==> src/sv/fgr_pkg.sv <==
// Shared types, constants and helper functions of the Fourier grid resize remapper.
// Used by fgr_pos_ctr and fourier_grid_resize_remap; depends on nothing else.
`default_nettype none

package fgr_pkg;

  localparam int unsigned MaxDim = 1024;
  localparam int unsigned DimW   = 11;
  localparam int unsigned PosW   = 10;
  localparam int unsigned DataW  = 64;
  localparam int unsigned IdxW   = 30;
  localparam int unsigned SpanW  = PosW + DimW;
  localparam int unsigned ProdW  = PosW + SpanW;
  localparam int unsigned CfgAw  = 3;

  typedef enum logic [CfgAw-1:0] {
    CfgSrcX = 3'd0,
    CfgSrcY = 3'd1,
    CfgSrcZ = 3'd2,
    CfgDstX = 3'd3,
    CfgDstY = 3'd4,
    CfgDstZ = 3'd5
  } cfg_reg_e;

  typedef struct packed {
    logic [DataW-1:0] real_bits;
    logic [DataW-1:0] imag_bits;
  } in_t;

  typedef struct packed {
    logic             write_enable;
    logic [IdxW-1:0]  dst_index;
    logic [DataW-1:0] real_out;
    logic [DataW-1:0] imag_out;
    logic             grid_done;
  } out_t;

  typedef struct packed {
    logic [DimW-1:0] sx;
    logic [DimW-1:0] sy;
    logic [DimW-1:0] sz;
    logic [DimW-1:0] dx;
    logic [DimW-1:0] dy;
    logic [DimW-1:0] dz;
  } size_t;

  typedef struct packed {
    logic            keep;
    logic [PosW-1:0] px;
    logic [PosW-1:0] ty;
    logic [PosW-1:0] tz;
    logic            done;
  } pos_info_t;

  typedef struct packed {
    logic            ok;
    logic [PosW-1:0] pos;
  } axis_map_t;

  function automatic logic [DimW-1:0] eff_size(logic [DimW-1:0] v, logic [DimW-1:0] lo);
    logic [DimW-1:0] r;
    if (v < lo) begin
      r = lo;
    end else if (v > DimW'(MaxDim)) begin
      r = DimW'(MaxDim);
    end else begin
      r = v;
    end
    return r;
  endfunction

  function automatic axis_map_t map_axis(logic [PosW-1:0] p, logic [DimW-1:0] s,
                                         logic [DimW-1:0] d);
    logic [DimW-1:0] m;
    logic [DimW-1:0] h;
    logic [DimW-1:0] sm;
    logic [DimW-1:0] dm;
    logic [DimW:0]   lim;
    logic [DimW:0]   t;
    axis_map_t       r;
    m      = (s < d) ? s : d;
    h      = m >> 1;
    sm     = s - m;
    dm     = d - m;
    lim    = {1'b0, h} + {1'b0, sm};
    t      = {2'b00, p} - {1'b0, sm} + {1'b0, dm};
    r.ok   = 1'b0;
    r.pos  = '0;
    if ({1'b0, p} >= s) begin
      r.ok = 1'b0;
    end else if ({1'b0, p} < h) begin
      r.ok  = 1'b1;
      r.pos = p;
    end else if ({2'b00, p} >= lim) begin
      r.ok  = 1'b1;
      r.pos = t[PosW-1:0];
    end
    return r;
  endfunction

endpackage

`default_nettype wire

==> src/sv/fgr_pos_ctr.sv <==
// Source position counters and per-axis survival mapping of the grid remapper.
// Depends on fgr_pkg for sizes, position info type and the axis mapping function.
`default_nettype none

module fgr_pos_ctr (
  input  wire logic              clk_i,
  input  wire logic              rst_ni,
  input  wire logic              adv_i,
  input  wire fgr_pkg::size_t    size_i,
  output fgr_pkg::pos_info_t     info_o
);

  logic [fgr_pkg::PosW-1:0] pos_x_q, pos_x_d;
  logic [fgr_pkg::PosW-1:0] pos_y_q, pos_y_d;
  logic [fgr_pkg::PosW-1:0] pos_z_q, pos_z_d;
  logic [fgr_pkg::DimW-1:0] sxh;
  logic [fgr_pkg::DimW-1:0] mx;
  logic [fgr_pkg::DimW-1:0] kx;
  logic                     last_x, last_y, last_z;
  fgr_pkg::axis_map_t       map_y, map_z;

  assign sxh    = (size_i.sx >> 1) + fgr_pkg::DimW'(1);
  assign mx     = (size_i.sx < size_i.dx) ? size_i.sx : size_i.dx;
  assign kx     = (mx >> 1) + fgr_pkg::DimW'(1);
  assign last_x = ({1'b0, pos_x_q} + fgr_pkg::DimW'(1)) >= sxh;
  assign last_y = ({1'b0, pos_y_q} + fgr_pkg::DimW'(1)) >= size_i.sy;
  assign last_z = ({1'b0, pos_z_q} + fgr_pkg::DimW'(1)) >= size_i.sz;
  assign map_y  = fgr_pkg::map_axis(pos_y_q, size_i.sy, size_i.dy);
  assign map_z  = fgr_pkg::map_axis(pos_z_q, size_i.sz, size_i.dz);

  assign info_o.keep = ({1'b0, pos_x_q} < kx) && map_y.ok && map_z.ok;
  assign info_o.px   = pos_x_q;
  assign info_o.ty   = map_y.pos;
  assign info_o.tz   = map_z.pos;
  assign info_o.done = last_x && last_y && last_z;

  always_comb begin
    pos_x_d = pos_x_q + fgr_pkg::PosW'(1);
    pos_y_d = pos_y_q;
    pos_z_d = pos_z_q;
    if (last_x) begin
      pos_x_d = '0;
      pos_y_d = pos_y_q + fgr_pkg::PosW'(1);
      if (last_y) begin
        pos_y_d = '0;
        pos_z_d = last_z ? '0 : pos_z_q + fgr_pkg::PosW'(1);
      end
    end
  end

  always_ff @(posedge clk_i or negedge rst_ni) begin
    if (!rst_ni) begin
      pos_x_q <= '0;
      pos_y_q <= '0;
      pos_z_q <= '0;
    end else if (adv_i) begin
      pos_x_q <= pos_x_d;
      pos_y_q <= pos_y_d;
      pos_z_q <= pos_z_d;
    end
  end

endmodule

`default_nettype wire

==> src/sv/fourier_grid_resize_remap.sv <==
// Top level of the Fourier grid resize remapper: size registers and two-stage pipeline.
// Depends on fgr_pkg and fgr_pos_ctr.
`default_nettype none

// Streams half-complex 3D grid coefficients in source order (x fastest) and tags each
// with a write flag and its index in the resized destination grid; data passes through.
// One coefficient is taken every cycle unless stalled; each passes the first stage,
// then the output register. The first stage maps the position and forms y + dy*z, the
// second stage multiplies by the x row length and adds x. Both stages stall together
// on output back-pressure. Write sizes only while no result is pending; counters are
// untouched by size writes and return to zero after the transfer that flags grid_done.
module fourier_grid_resize_remap (
  input  wire logic                        clk_i,
  input  wire logic                        rst_ni,
  input  wire logic                        cfg_we_i,
  input  wire logic [fgr_pkg::CfgAw-1:0]   cfg_addr_i,
  input  wire logic [fgr_pkg::DimW-1:0]    cfg_wdata_i,
  input  wire logic                        in_valid_i,
  output logic                             in_ready_o,
  input  wire fgr_pkg::in_t                in_data_i,
  output logic                             out_valid_o,
  input  wire logic                        out_ready_i,
  output fgr_pkg::out_t                    out_data_o
);

  typedef struct packed {
    logic                      keep;
    logic [fgr_pkg::PosW-1:0]  px;
    logic [fgr_pkg::SpanW-1:0] span;
    logic                      done;
    fgr_pkg::in_t              data;
  } s1_t;

  fgr_pkg::size_t             size_q;
  fgr_pkg::size_t             eff;
  fgr_pkg::pos_info_t         info;
  s1_t                        s1_q, s1_d;
  logic                       s1_valid_q;
  logic                       out_valid_q;
  fgr_pkg::out_t              out_q, out_d;
  logic                       s1_adv;
  logic                       in_xfer;
  logic [fgr_pkg::SpanW-1:0]  prod_y;
  logic [fgr_pkg::PosW-1:0]   dxh;
  logic [fgr_pkg::ProdW-1:0]  prod_x;

  always_ff @(posedge clk_i or negedge rst_ni) begin
    if (!rst_ni) begin
      size_q.sx <= fgr_pkg::DimW'(64);
      size_q.sy <= fgr_pkg::DimW'(64);
      size_q.sz <= fgr_pkg::DimW'(64);
      size_q.dx <= fgr_pkg::DimW'(64);
      size_q.dy <= fgr_pkg::DimW'(64);
      size_q.dz <= fgr_pkg::DimW'(64);
    end else if (cfg_we_i) begin
      case (fgr_pkg::cfg_reg_e'(cfg_addr_i))
        fgr_pkg::CfgSrcX: size_q.sx <= cfg_wdata_i;
        fgr_pkg::CfgSrcY: size_q.sy <= cfg_wdata_i;
        fgr_pkg::CfgSrcZ: size_q.sz <= cfg_wdata_i;
        fgr_pkg::CfgDstX: size_q.dx <= cfg_wdata_i;
        fgr_pkg::CfgDstY: size_q.dy <= cfg_wdata_i;
        fgr_pkg::CfgDstZ: size_q.dz <= cfg_wdata_i;
        default: ;
      endcase
    end
  end

  assign eff.sx = fgr_pkg::eff_size(size_q.sx, fgr_pkg::DimW'(2));
  assign eff.sy = fgr_pkg::eff_size(size_q.sy, fgr_pkg::DimW'(1));
  assign eff.sz = fgr_pkg::eff_size(size_q.sz, fgr_pkg::DimW'(1));
  assign eff.dx = fgr_pkg::eff_size(size_q.dx, fgr_pkg::DimW'(2));
  assign eff.dy = fgr_pkg::eff_size(size_q.dy, fgr_pkg::DimW'(1));
  assign eff.dz = fgr_pkg::eff_size(size_q.dz, fgr_pkg::DimW'(1));

  assign s1_adv     = !out_valid_q || out_ready_i;
  assign in_ready_o = !s1_valid_q || s1_adv;
  assign in_xfer    = in_valid_i && in_ready_o;

  fgr_pos_ctr u_pos_ctr (
    .clk_i  (clk_i),
    .rst_ni (rst_ni),
    .adv_i  (in_xfer),
    .size_i (eff),
    .info_o (info)
  );

  assign prod_y    = fgr_pkg::SpanW'(eff.dy) * fgr_pkg::SpanW'(info.tz);
  assign s1_d.keep = info.keep;
  assign s1_d.px   = info.px;
  assign s1_d.span = prod_y + fgr_pkg::SpanW'(info.ty);
  assign s1_d.done = info.done;
  assign s1_d.data = in_data_i;

  always_ff @(posedge clk_i or negedge rst_ni) begin
    if (!rst_ni) begin
      s1_valid_q <= 1'b0;
    end else if (in_ready_o) begin
      s1_valid_q <= in_valid_i;
    end
  end

  always_ff @(posedge clk_i) begin
    if (in_xfer) begin
      s1_q <= s1_d;
    end
  end

  assign dxh    = fgr_pkg::PosW'((eff.dx >> 1) + fgr_pkg::DimW'(1));
  assign prod_x = fgr_pkg::ProdW'(dxh) * fgr_pkg::ProdW'(s1_q.span)
                + fgr_pkg::ProdW'(s1_q.px);

  assign out_d.write_enable = s1_q.keep;
  assign out_d.dst_index    = s1_q.keep ? prod_x[fgr_pkg::IdxW-1:0] : '0;
  assign out_d.real_out     = s1_q.data.real_bits;
  assign out_d.imag_out     = s1_q.data.imag_bits;
  assign out_d.grid_done    = s1_q.done;

  always_ff @(posedge clk_i or negedge rst_ni) begin
    if (!rst_ni) begin
      out_valid_q <= 1'b0;
    end else if (s1_adv) begin
      out_valid_q <= s1_valid_q;
    end
  end

  always_ff @(posedge clk_i) begin
    if (s1_adv && s1_valid_q) begin
      out_q <= out_d;
    end
  end

  assign out_valid_o = out_valid_q;
  assign out_data_o  = out_q;

  a_drop_zero_index: assert property (@(posedge clk_i) disable iff (!rst_ni)
    out_valid_q && !out_q.write_enable |-> out_q.dst_index == '0)
    else $error("dropped coefficient carries a nonzero index");

  a_s1_hold: assert property (@(posedge clk_i) disable iff (!rst_ni)
    s1_valid_q && !s1_adv |=> s1_valid_q && $stable(s1_q))
    else $error("first stage lost or changed an item under stall");

  a_no_invent: assert property (@(posedge clk_i) disable iff (!rst_ni)
    out_valid_q && out_ready_i && !s1_valid_q |=> !out_valid_q)
    else $error("result appeared without a pending item");

endmodule

`default_nettype wire
==> config.mk <==
export PLATFORM = sky130hd
export DESIGN_NAME = fourier_grid_resize_remap
export DESIGN_NICKNAME = d
export VERILOG_FILES = /design/src/sv/fgr_pkg.sv /design/src/sv/fgr_pos_ctr.sv /design/src/sv/fourier_grid_resize_remap.sv
export SDC_FILE = /design/constraint.sdc
export NUM_CORES = 1
export LEC_CHECK = 0
export ABC_AREA = 1
export ABC_CLOCK_PERIOD_IN_PS = 9800
export BUFFER_PORTS_ARGS = -buffer_cell sky130_fd_sc_hd__buf_4
export CAP_MARGIN = 20
export CORE_ASPECT_RATIO = 0.6
export CORE_MARGIN = 2
export CORE_UTILIZATION = 57
export CTS_BUF_LIST = sky130_fd_sc_hd__clkbuf_8
export DETAILED_ROUTE_END_ITERATION = 8
export PLACE_DENSITY = 0.8
export RECOVER_POWER = 50
export SYNTH_ARGS = -nofsm -noshare
export SYNTH_HDL_FRONTEND = slang
export SYNTH_SLANG_ARGS = --single-unit
==> constraint.sdc <==
create_clock -name clk_i -period 9.8 [get_ports clk_i]
set_input_delay 0 -clock clk_i [delete_from_list [all_inputs] [get_ports clk_i]]
set_output_delay 0 -clock clk_i [all_outputs]
set_load 0.01 [all_outputs]
==> results of run 1 <==
==> worst paths after layout <==
path                                start              endpoint  slack [ns]  depth (start not counted)
max                            size_q[41]             s1_q[148]       -0.52                         57
min                        in_data_i[123]            out_d[124]        0.03                          2
max reg2reg                    size_q[41]             s1_q[148]       -0.52                         57
min reg2reg                     out_d[73]        out_data_o[73]        0.38                          0
max in group asynchronous          rst_ni  u_pos_ctr.pos_y_q[3]        7.89                          4
min in group asynchronous          rst_ni           out_valid_o        0.92                          4
==> cell families (layout without fill, tap and decap cells) <==
kind of cell | Yosys count | in the layout | synth area share [%]
adder cells (fa/ha/maj) | 602 | 602 | 29.3
other | 1 | 1 | 0.0115
XOR/XNOR | 113 | 113 | 3.06
AND/OR/NAND/NOR | 1077 | 1079 | 14.4
AO/OA/AOI/OAI | 462 | 462 | 8.18
flip-flops | 419 | 419 | 37.1
buffers and inverters | 671 | 1587 | 7.99
==> critical path: cells and delay by family, from the launching register on <==
family	cells	cell delay (ns)
flip-flops	1	0.39
AND/OR/NAND/NOR	21	2.34
XOR/XNOR	3	0.44
buffers and inverters	10	0.80
adder cells (fa/ha/maj)	12	4.40
AO/OA/AOI/OAI	11	1.59
==> final cells by class <==
| cell class | instances | area share (%) |
|---|---|---|
| tap | 759 | 2.26 |
| clock buffer | 65 | 2.13 |
| multi-input combinational | 2257 | 45.3 |
| inverter | 612 | 5.51 |
| sequential | 419 | 28.8 |
| timing repair buffer | 859 | 15.2 |
| clock inverter | 51 | 0.802 |
==> metal layers <==
metal | GRT usage (%) | vias to the layer above | routed length [um]
met4 | 10.3 | 2 | 3650
met5 | 0 | - | 10
li1 | - | 12600 | -
met1 | 49.5 | 13300 | 42000
met3 | 10.9 | 313 | 13400
met2 | 51.0 | 1669 | 44000
==> registers in the layout, summed over array words and instances (netlist names) <==
| register | cells |
|---|---|
| u_pos_ctr.pos_z_q | 10 |
| s1_valid_q | 1 |
| out_data_o | 160 |
| out_valid_o | 1 |
| s1_q | 31 |
| size_q | 66 |
| u_pos_ctr.pos_y_q | 10 |
| u_pos_ctr.pos_x_q | 10 |
| out_d | 130 |
==> per-stage QoR <==
stage                     area (um^2)  cells
after floorplan                 32700   3345
after global placement          38200   4683
after detailed placement        38200   4683
after CTS                       42100   5011
after global routing            42000   5022
final                           42000   5022
==> synthesized netlist by cell type, types with 8 or more instances <==
cell type,n
a211oi_1,13
a21o_1,10
a21oi_1,154
a21oi_2,9
clkbuf_1,49
dfrtp_1,92
edfxtp_1,321
fa_1,271
ha_1,330
inv_1,589
inv_2,13
nand2_1,496
nand2_2,25
nand2_4,8
nand3_1,124
nand3_2,19
nand4_1,24
nor2_1,307
nor2_2,19
nor3_1,29
nor4_1,9
o21a_1,8
o21ai_0,199
o21bai_1,15
xnor2_1,35
xor2_1,77
==> what timing repair did <==
item	4_1_cts	5_1_grt
hold endpoints to repair	295	1
hold buffers	179	1
setup endpoints to repair	10	13
buffers inserted	32	12
gates resized for setup	127	99
gates cloned	2	0
pin swaps	97	83
==> flow_summary_export.csv, run 1 <==
group,metric,value,unit
logic_synthesis,synth_cell_type_count,67,
logic_synthesis,ys_ff_latch,419,
outcome,violations,"capacitance limit, slew limit, setup timing",
floorplanning,start_util,58.1,%
global_route,gr-total-overflow,0,
logic_synthesis,synth_edf_count,321,
setup_path,cp_slowest_cell,"fa_1",
placed_design,place_ws,-0.645,ns
setup_path,crit_path_max_incr_delay,0.59,ns
cells_and_area,area_delta_synth_final,28.7,%
timing,worst_slack,-0.520,ns
logic_synthesis,synth-seq-area-share,37.1,%
timing,rsz0062_at_grt,"true",
detailed_routing,final_antenna_net_count,0,
floorplanning,core-area,0.0562,mm^2
logic_synthesis,synth_warnings,0,
logic_synthesis,syn_nets,4093,
cells_and_area,n_antenna_cell,0,
logic_synthesis,yosysTopAreaCellShare,29.5,%
timing,clock.fmax,0.0969,GHz
timing,setup_violations,8,
logic_synthesis,synth_area_per_cell,9.75,um^2
cts,clk_pin_slew,0.09,ns
setup_path,crit_top_cell,"fa_1",
setup_path,start_kind,"flop",
logic_synthesis,syn_area,0.0326,mm^2
placed_design,port_buffers,308,
timing,tns,-2.23,ns
cells_and_area,layout.nets,4958,
detailed_routing,via_count,28000,
detailed_routing,wl,103000,um
detailed_routing,drtIter0Drc,3381,
timing,hold_viol_final,0,
timing,post-route-min-period,10.32,ns
cts,cts-buffers-inserted,61,
setup_path,critPathMaxFanout,5,
min_path,hp-class,"input pin to flop",
timing,worst_slew_pin_slew,1.55,ns
placed_design,hpwlAfterDp,73600,um
global_route,grt.total_usage,34.7,%
cells_and_area,seq_area,0.0121,mm^2
cts,cts_tree,"yes",
detailed_routing,dr.pass1.iters,6,
cells_and_area,mostFrequentLayoutCell,"inv_1",
detailed_routing,drc,0,
timing,fin_worst_skew,0.0745,ns
setup_path,critPathRequiredTime,10.22,ns
setup_path,worstSetupPathType,"flop to flop",
logic_synthesis,yosysTopAreaCell,"edfxtp_1",
cts,cts_max_path_buffers,3,
cts,clock_latency,0.73,ns
setup_path,cp.arrival,10.74,ns
floorplanning,rows,67,
detailed_routing,viasPerCell,5.57,
detailed_routing,wl_per_cell,20.5,um
global_route,antenna_found_initial,1,
global_route,grt_pass1_vias,28200,
cells_and_area,nFillCells,3777,
cells_and_area,final_cell_mix,"inv_1, nand2_1, buf_4, edfxtp_1, ha_1",
floorplanning,die_h,189,um
cells_and_area,final_util,74.8,%
timing,finalCritPeriodShare,105,%
logic_synthesis,ys.flop_type,"edfxtp_1",
setup_path,critPathCaptureType,"flop",
timing,timing.hold.ws,0.0305,ns
cts,cts_root_buf,"clkbuf_8",
logic_synthesis,async_flop_share,23.4,%
global_route,grt_max_degree,80,
cts,h-tree-depth,2,
floorplanning,die_w,313,um
job,cap_violations,2,
global_route,grt_pass1_wl,158000,um
cells_and_area,multi_input_area,0.0190,mm^2
outcome,status,"complete, but fails checks",
floorplanning,die_area,0.0592,mm^2
floorplanning,ios,309,
cts,cts_sinks,419,
timing,slew_headroom,-3.41,%
placed_design,gp_congestion,0.993,
timing,slew_violations,38,
logic_synthesis,netlist_instances,3345,
cells_and_area,layout-drive-gt1-share,21.4,%
logic_synthesis,netlist_top_cells_area,"edfxtp_1, fa_1, ha_1",
Power of run 1 is left out: the tool's default activity adds up to more than one toggle a clock period on the data nets, which glitch-free logic cannot reach.
==> run 2: changes to the inputs <==
--- a/config.mk
+++ b/config.mk
@@ -6,16 +6,16 @@
 export NUM_CORES = 1
 export LEC_CHECK = 0
 export ABC_AREA = 1
-export ABC_CLOCK_PERIOD_IN_PS = 9800
+export ABC_CLOCK_PERIOD_IN_PS = 8830
 export BUFFER_PORTS_ARGS = -buffer_cell sky130_fd_sc_hd__buf_4
 export CAP_MARGIN = 20
 export CORE_ASPECT_RATIO = 0.6
-export CORE_MARGIN = 2
 export CORE_UTILIZATION = 57
 export CTS_BUF_LIST = sky130_fd_sc_hd__clkbuf_8
 export DETAILED_ROUTE_END_ITERATION = 8
 export PLACE_DENSITY = 0.8
 export RECOVER_POWER = 50
+export REMOVE_ABC_BUFFERS = 1
 export SYNTH_ARGS = -nofsm -noshare
 export SYNTH_HDL_FRONTEND = slang
 export SYNTH_SLANG_ARGS = --single-unit
==> constraint.sdc (replaced) <==
create_clock -name clk_i -period 8.83 [get_ports clk_i]
set_input_delay 0 -clock clk_i [delete_from_list [all_inputs] [get_ports clk_i]]
set_output_delay 0 -clock clk_i [all_outputs]
set_load 0.01 [all_outputs]
==> flow_summary_export.csv, run 2 (synthesis gave the netlist of run 1 again) <==
group,metric,value,unit
global_route,busiest_layer,"met2",
detailed_routing,via_count,28500,
detailed_routing,wl,105000,um
cts,cts-buffers-inserted,61,
timing,post-route-min-period,10.58,ns
setup_path,critPathRequiredTime,9.31,ns
global_route,met2_usage,54.9,%
setup_path,crit_path_max_incr_delay,0.58,ns
placed_design,place_ws,-1.79,ns
placed_design,gp_congestion,1.00,
cells_and_area,largest_reg_flops,160,
setup_path,start_kind,"flop",
setup_path,cp_slowest_cell,"fa_1",
timing,slew_violations,23,
setup_path,cp.arrival,11.06,ns
timing,slew_headroom,-2.12,%
cts,cts_max_path_buffers,3,
floorplanning,die_area,0.0582,mm^2
job,cap_violations,1,
cts,clock_latency,0.73,ns
floorplanning,die_h,187,um
timing,clock.fmax,0.0945,GHz
detailed_routing,viasPerCell,5.54,
setup_path,critPathMaxFanout,7,
timing,setup_violations,15,
cts,cts_root_buf,"clkbuf_8",
outcome,status,"complete, but fails checks",
timing,rsz0062_at_grt,"true",
global_route,grt_pass1_vias,28200,
setup_path,critPathCaptureType,"flop",
timing,hold_viol_final,0,
global_route,globalRouteMet1Util,47.5,%
timing,worst_slew_pin_slew,1.53,ns
global_route,gr-total-overflow,0,
floorplanning,core-area,0.0562,mm^2
cells_and_area,final_cell_mix,"inv_1, buf_4, nand2_1, edfxtp_1, ha_1",
detailed_routing,drc,0,
detailed_routing,dr.pass1.iters,8,
placed_design,hpwlAfterDp,70100,um
timing,timing.hold.ws,0.0296,ns
cts,h-tree-depth,2,
cells_and_area,mostFrequentLayoutCell,"inv_1",
placed_design,port_buffers,308,
cells_and_area,nFillCells,3592,
global_route,gr-usage-met3,7.29,%
global_route,antenna_found_initial,1,
detailed_routing,final_antenna_net_count,0,
cells_and_area,final_util,77.2,%
timing,fin_worst_skew,0.0897,ns
cts,clk_pin_slew,0.09,ns
floorplanning,rows,67,
cells_and_area,layout.nets,5075,
global_route,grt_max_degree,106,
cts,cts_tree,"yes",
floorplanning,die_w,311,um
floorplanning,ios,309,
cells_and_area,area_delta_synth_final,32.9,%
global_route,grt_pass1_wl,156000,um
cts,cts_sinks,419,
min_path,hp-class,"input pin to flop",
cells_and_area,layout-drive-gt1-share,25.0,%
floorplanning,start_util,58.1,%
global_route,grt.total_usage,34.5,%
setup_path,worstSetupPathType,"flop to flop",
detailed_routing,drtIter0Drc,2867,
outcome,violations,"capacitance limit, slew limit, setup timing",
timing,finalCritPeriodShare,120,%
detailed_routing,wl_per_cell,20.4,um
timing,worst_slack,-1.75,ns
==> run 2: changes by cell type in the layout (fill, tap and decap cells not counted), moves of 8 or more <==
cell,previous run,this run
a21oi_1,126,116
buf_4,402,499
clkbuf_1,155,146
clkbuf_4,112,120
nand2_1,475,466
nand2_2,38,47
nor2_2,42,52
o21ai_0,181,169
==> run 2: final timing paths <==
kind                            cells past startpoint              end  slack [ns]     startpoint
worst max-delay path                               64        s1_q[145]       -1.75      size_q[4]
min in group asynchronous                           4        size_q[5]        0.86         rst_ni
worst min register to register                      0  out_data_o[115]        0.39     out_d[115]
worst max register to register                     64        s1_q[145]       -1.75      size_q[4]
worst min-delay path                                2        out_d[61]        0.03  in_data_i[60]
max in group asynchronous                           4        size_q[2]        6.86         rst_ni
==> run 2: critical path, delay by kind of cell (launching register included) <==
kind | cells | cell delay, ns
buffers and inverters | 10 | 0.73
AO/OA/AOI/OAI | 14 | 1.77
adder cells (fa/ha/maj) | 11 | 4.12
AND/OR/NAND/NOR | 26 | 2.85
flip-flops | 1 | 0.42
XOR/XNOR | 3 | 0.44
==> run 2: routing by layer <==
| layer | routed length, um | vias up |
|---|---|---|
| li1 | - | 12900 |
| met1 | 42000 | 13700 |
| met2 | 48000 | 1586 |
| met3 | 10400 | 301 |
| met4 | 4290 | 0 |
| met5 | 0 | - |
==> run 2: cell type report <==
| cell class | count | area, um^2 | share of cell area, % |
|---|---|---|---|
| Clock buffer | 69 | 950 | 2.19 |
| Clock inverter | 46 | 354 | 0.816 |
| Sequential cell | 419 | 12100 | 27.9 |
| Antenna cell | 1 | 2.50 | 0.00577 |
| Tap cell | 759 | 950 | 2.19 |
| Inverter | 612 | 2310 | 5.33 |
| Multi-Input combinational cell | 2256 | 19200 | 44.4 |
| Timing Repair Buffer | 977 | 7450 | 17.2 |
==> run 2: repair_timing <==
action                                  CTS  global route
gates cloned                              2             0
endpoints found under the setup margin   18            21
resized for setup                       168           167
pin swaps                               106           124
hold buffers                            177             8
buffers inserted                         72            34
hold endpoints to repair                306             8
==> run 2: per-stage QoR <==
step                      std cells  area, um^2  setup TNS [ns]
after floorplan                3286       32300          -23.76
after global placement         4741       38600          -14.98
after detailed placement       4741       38600          -18.42
after CTS                      5102       42900           -9.03
after global routing           5139       43400          -22.84
final                          5139       43400          -17.19
Power of run 2 is left out for the same reason.
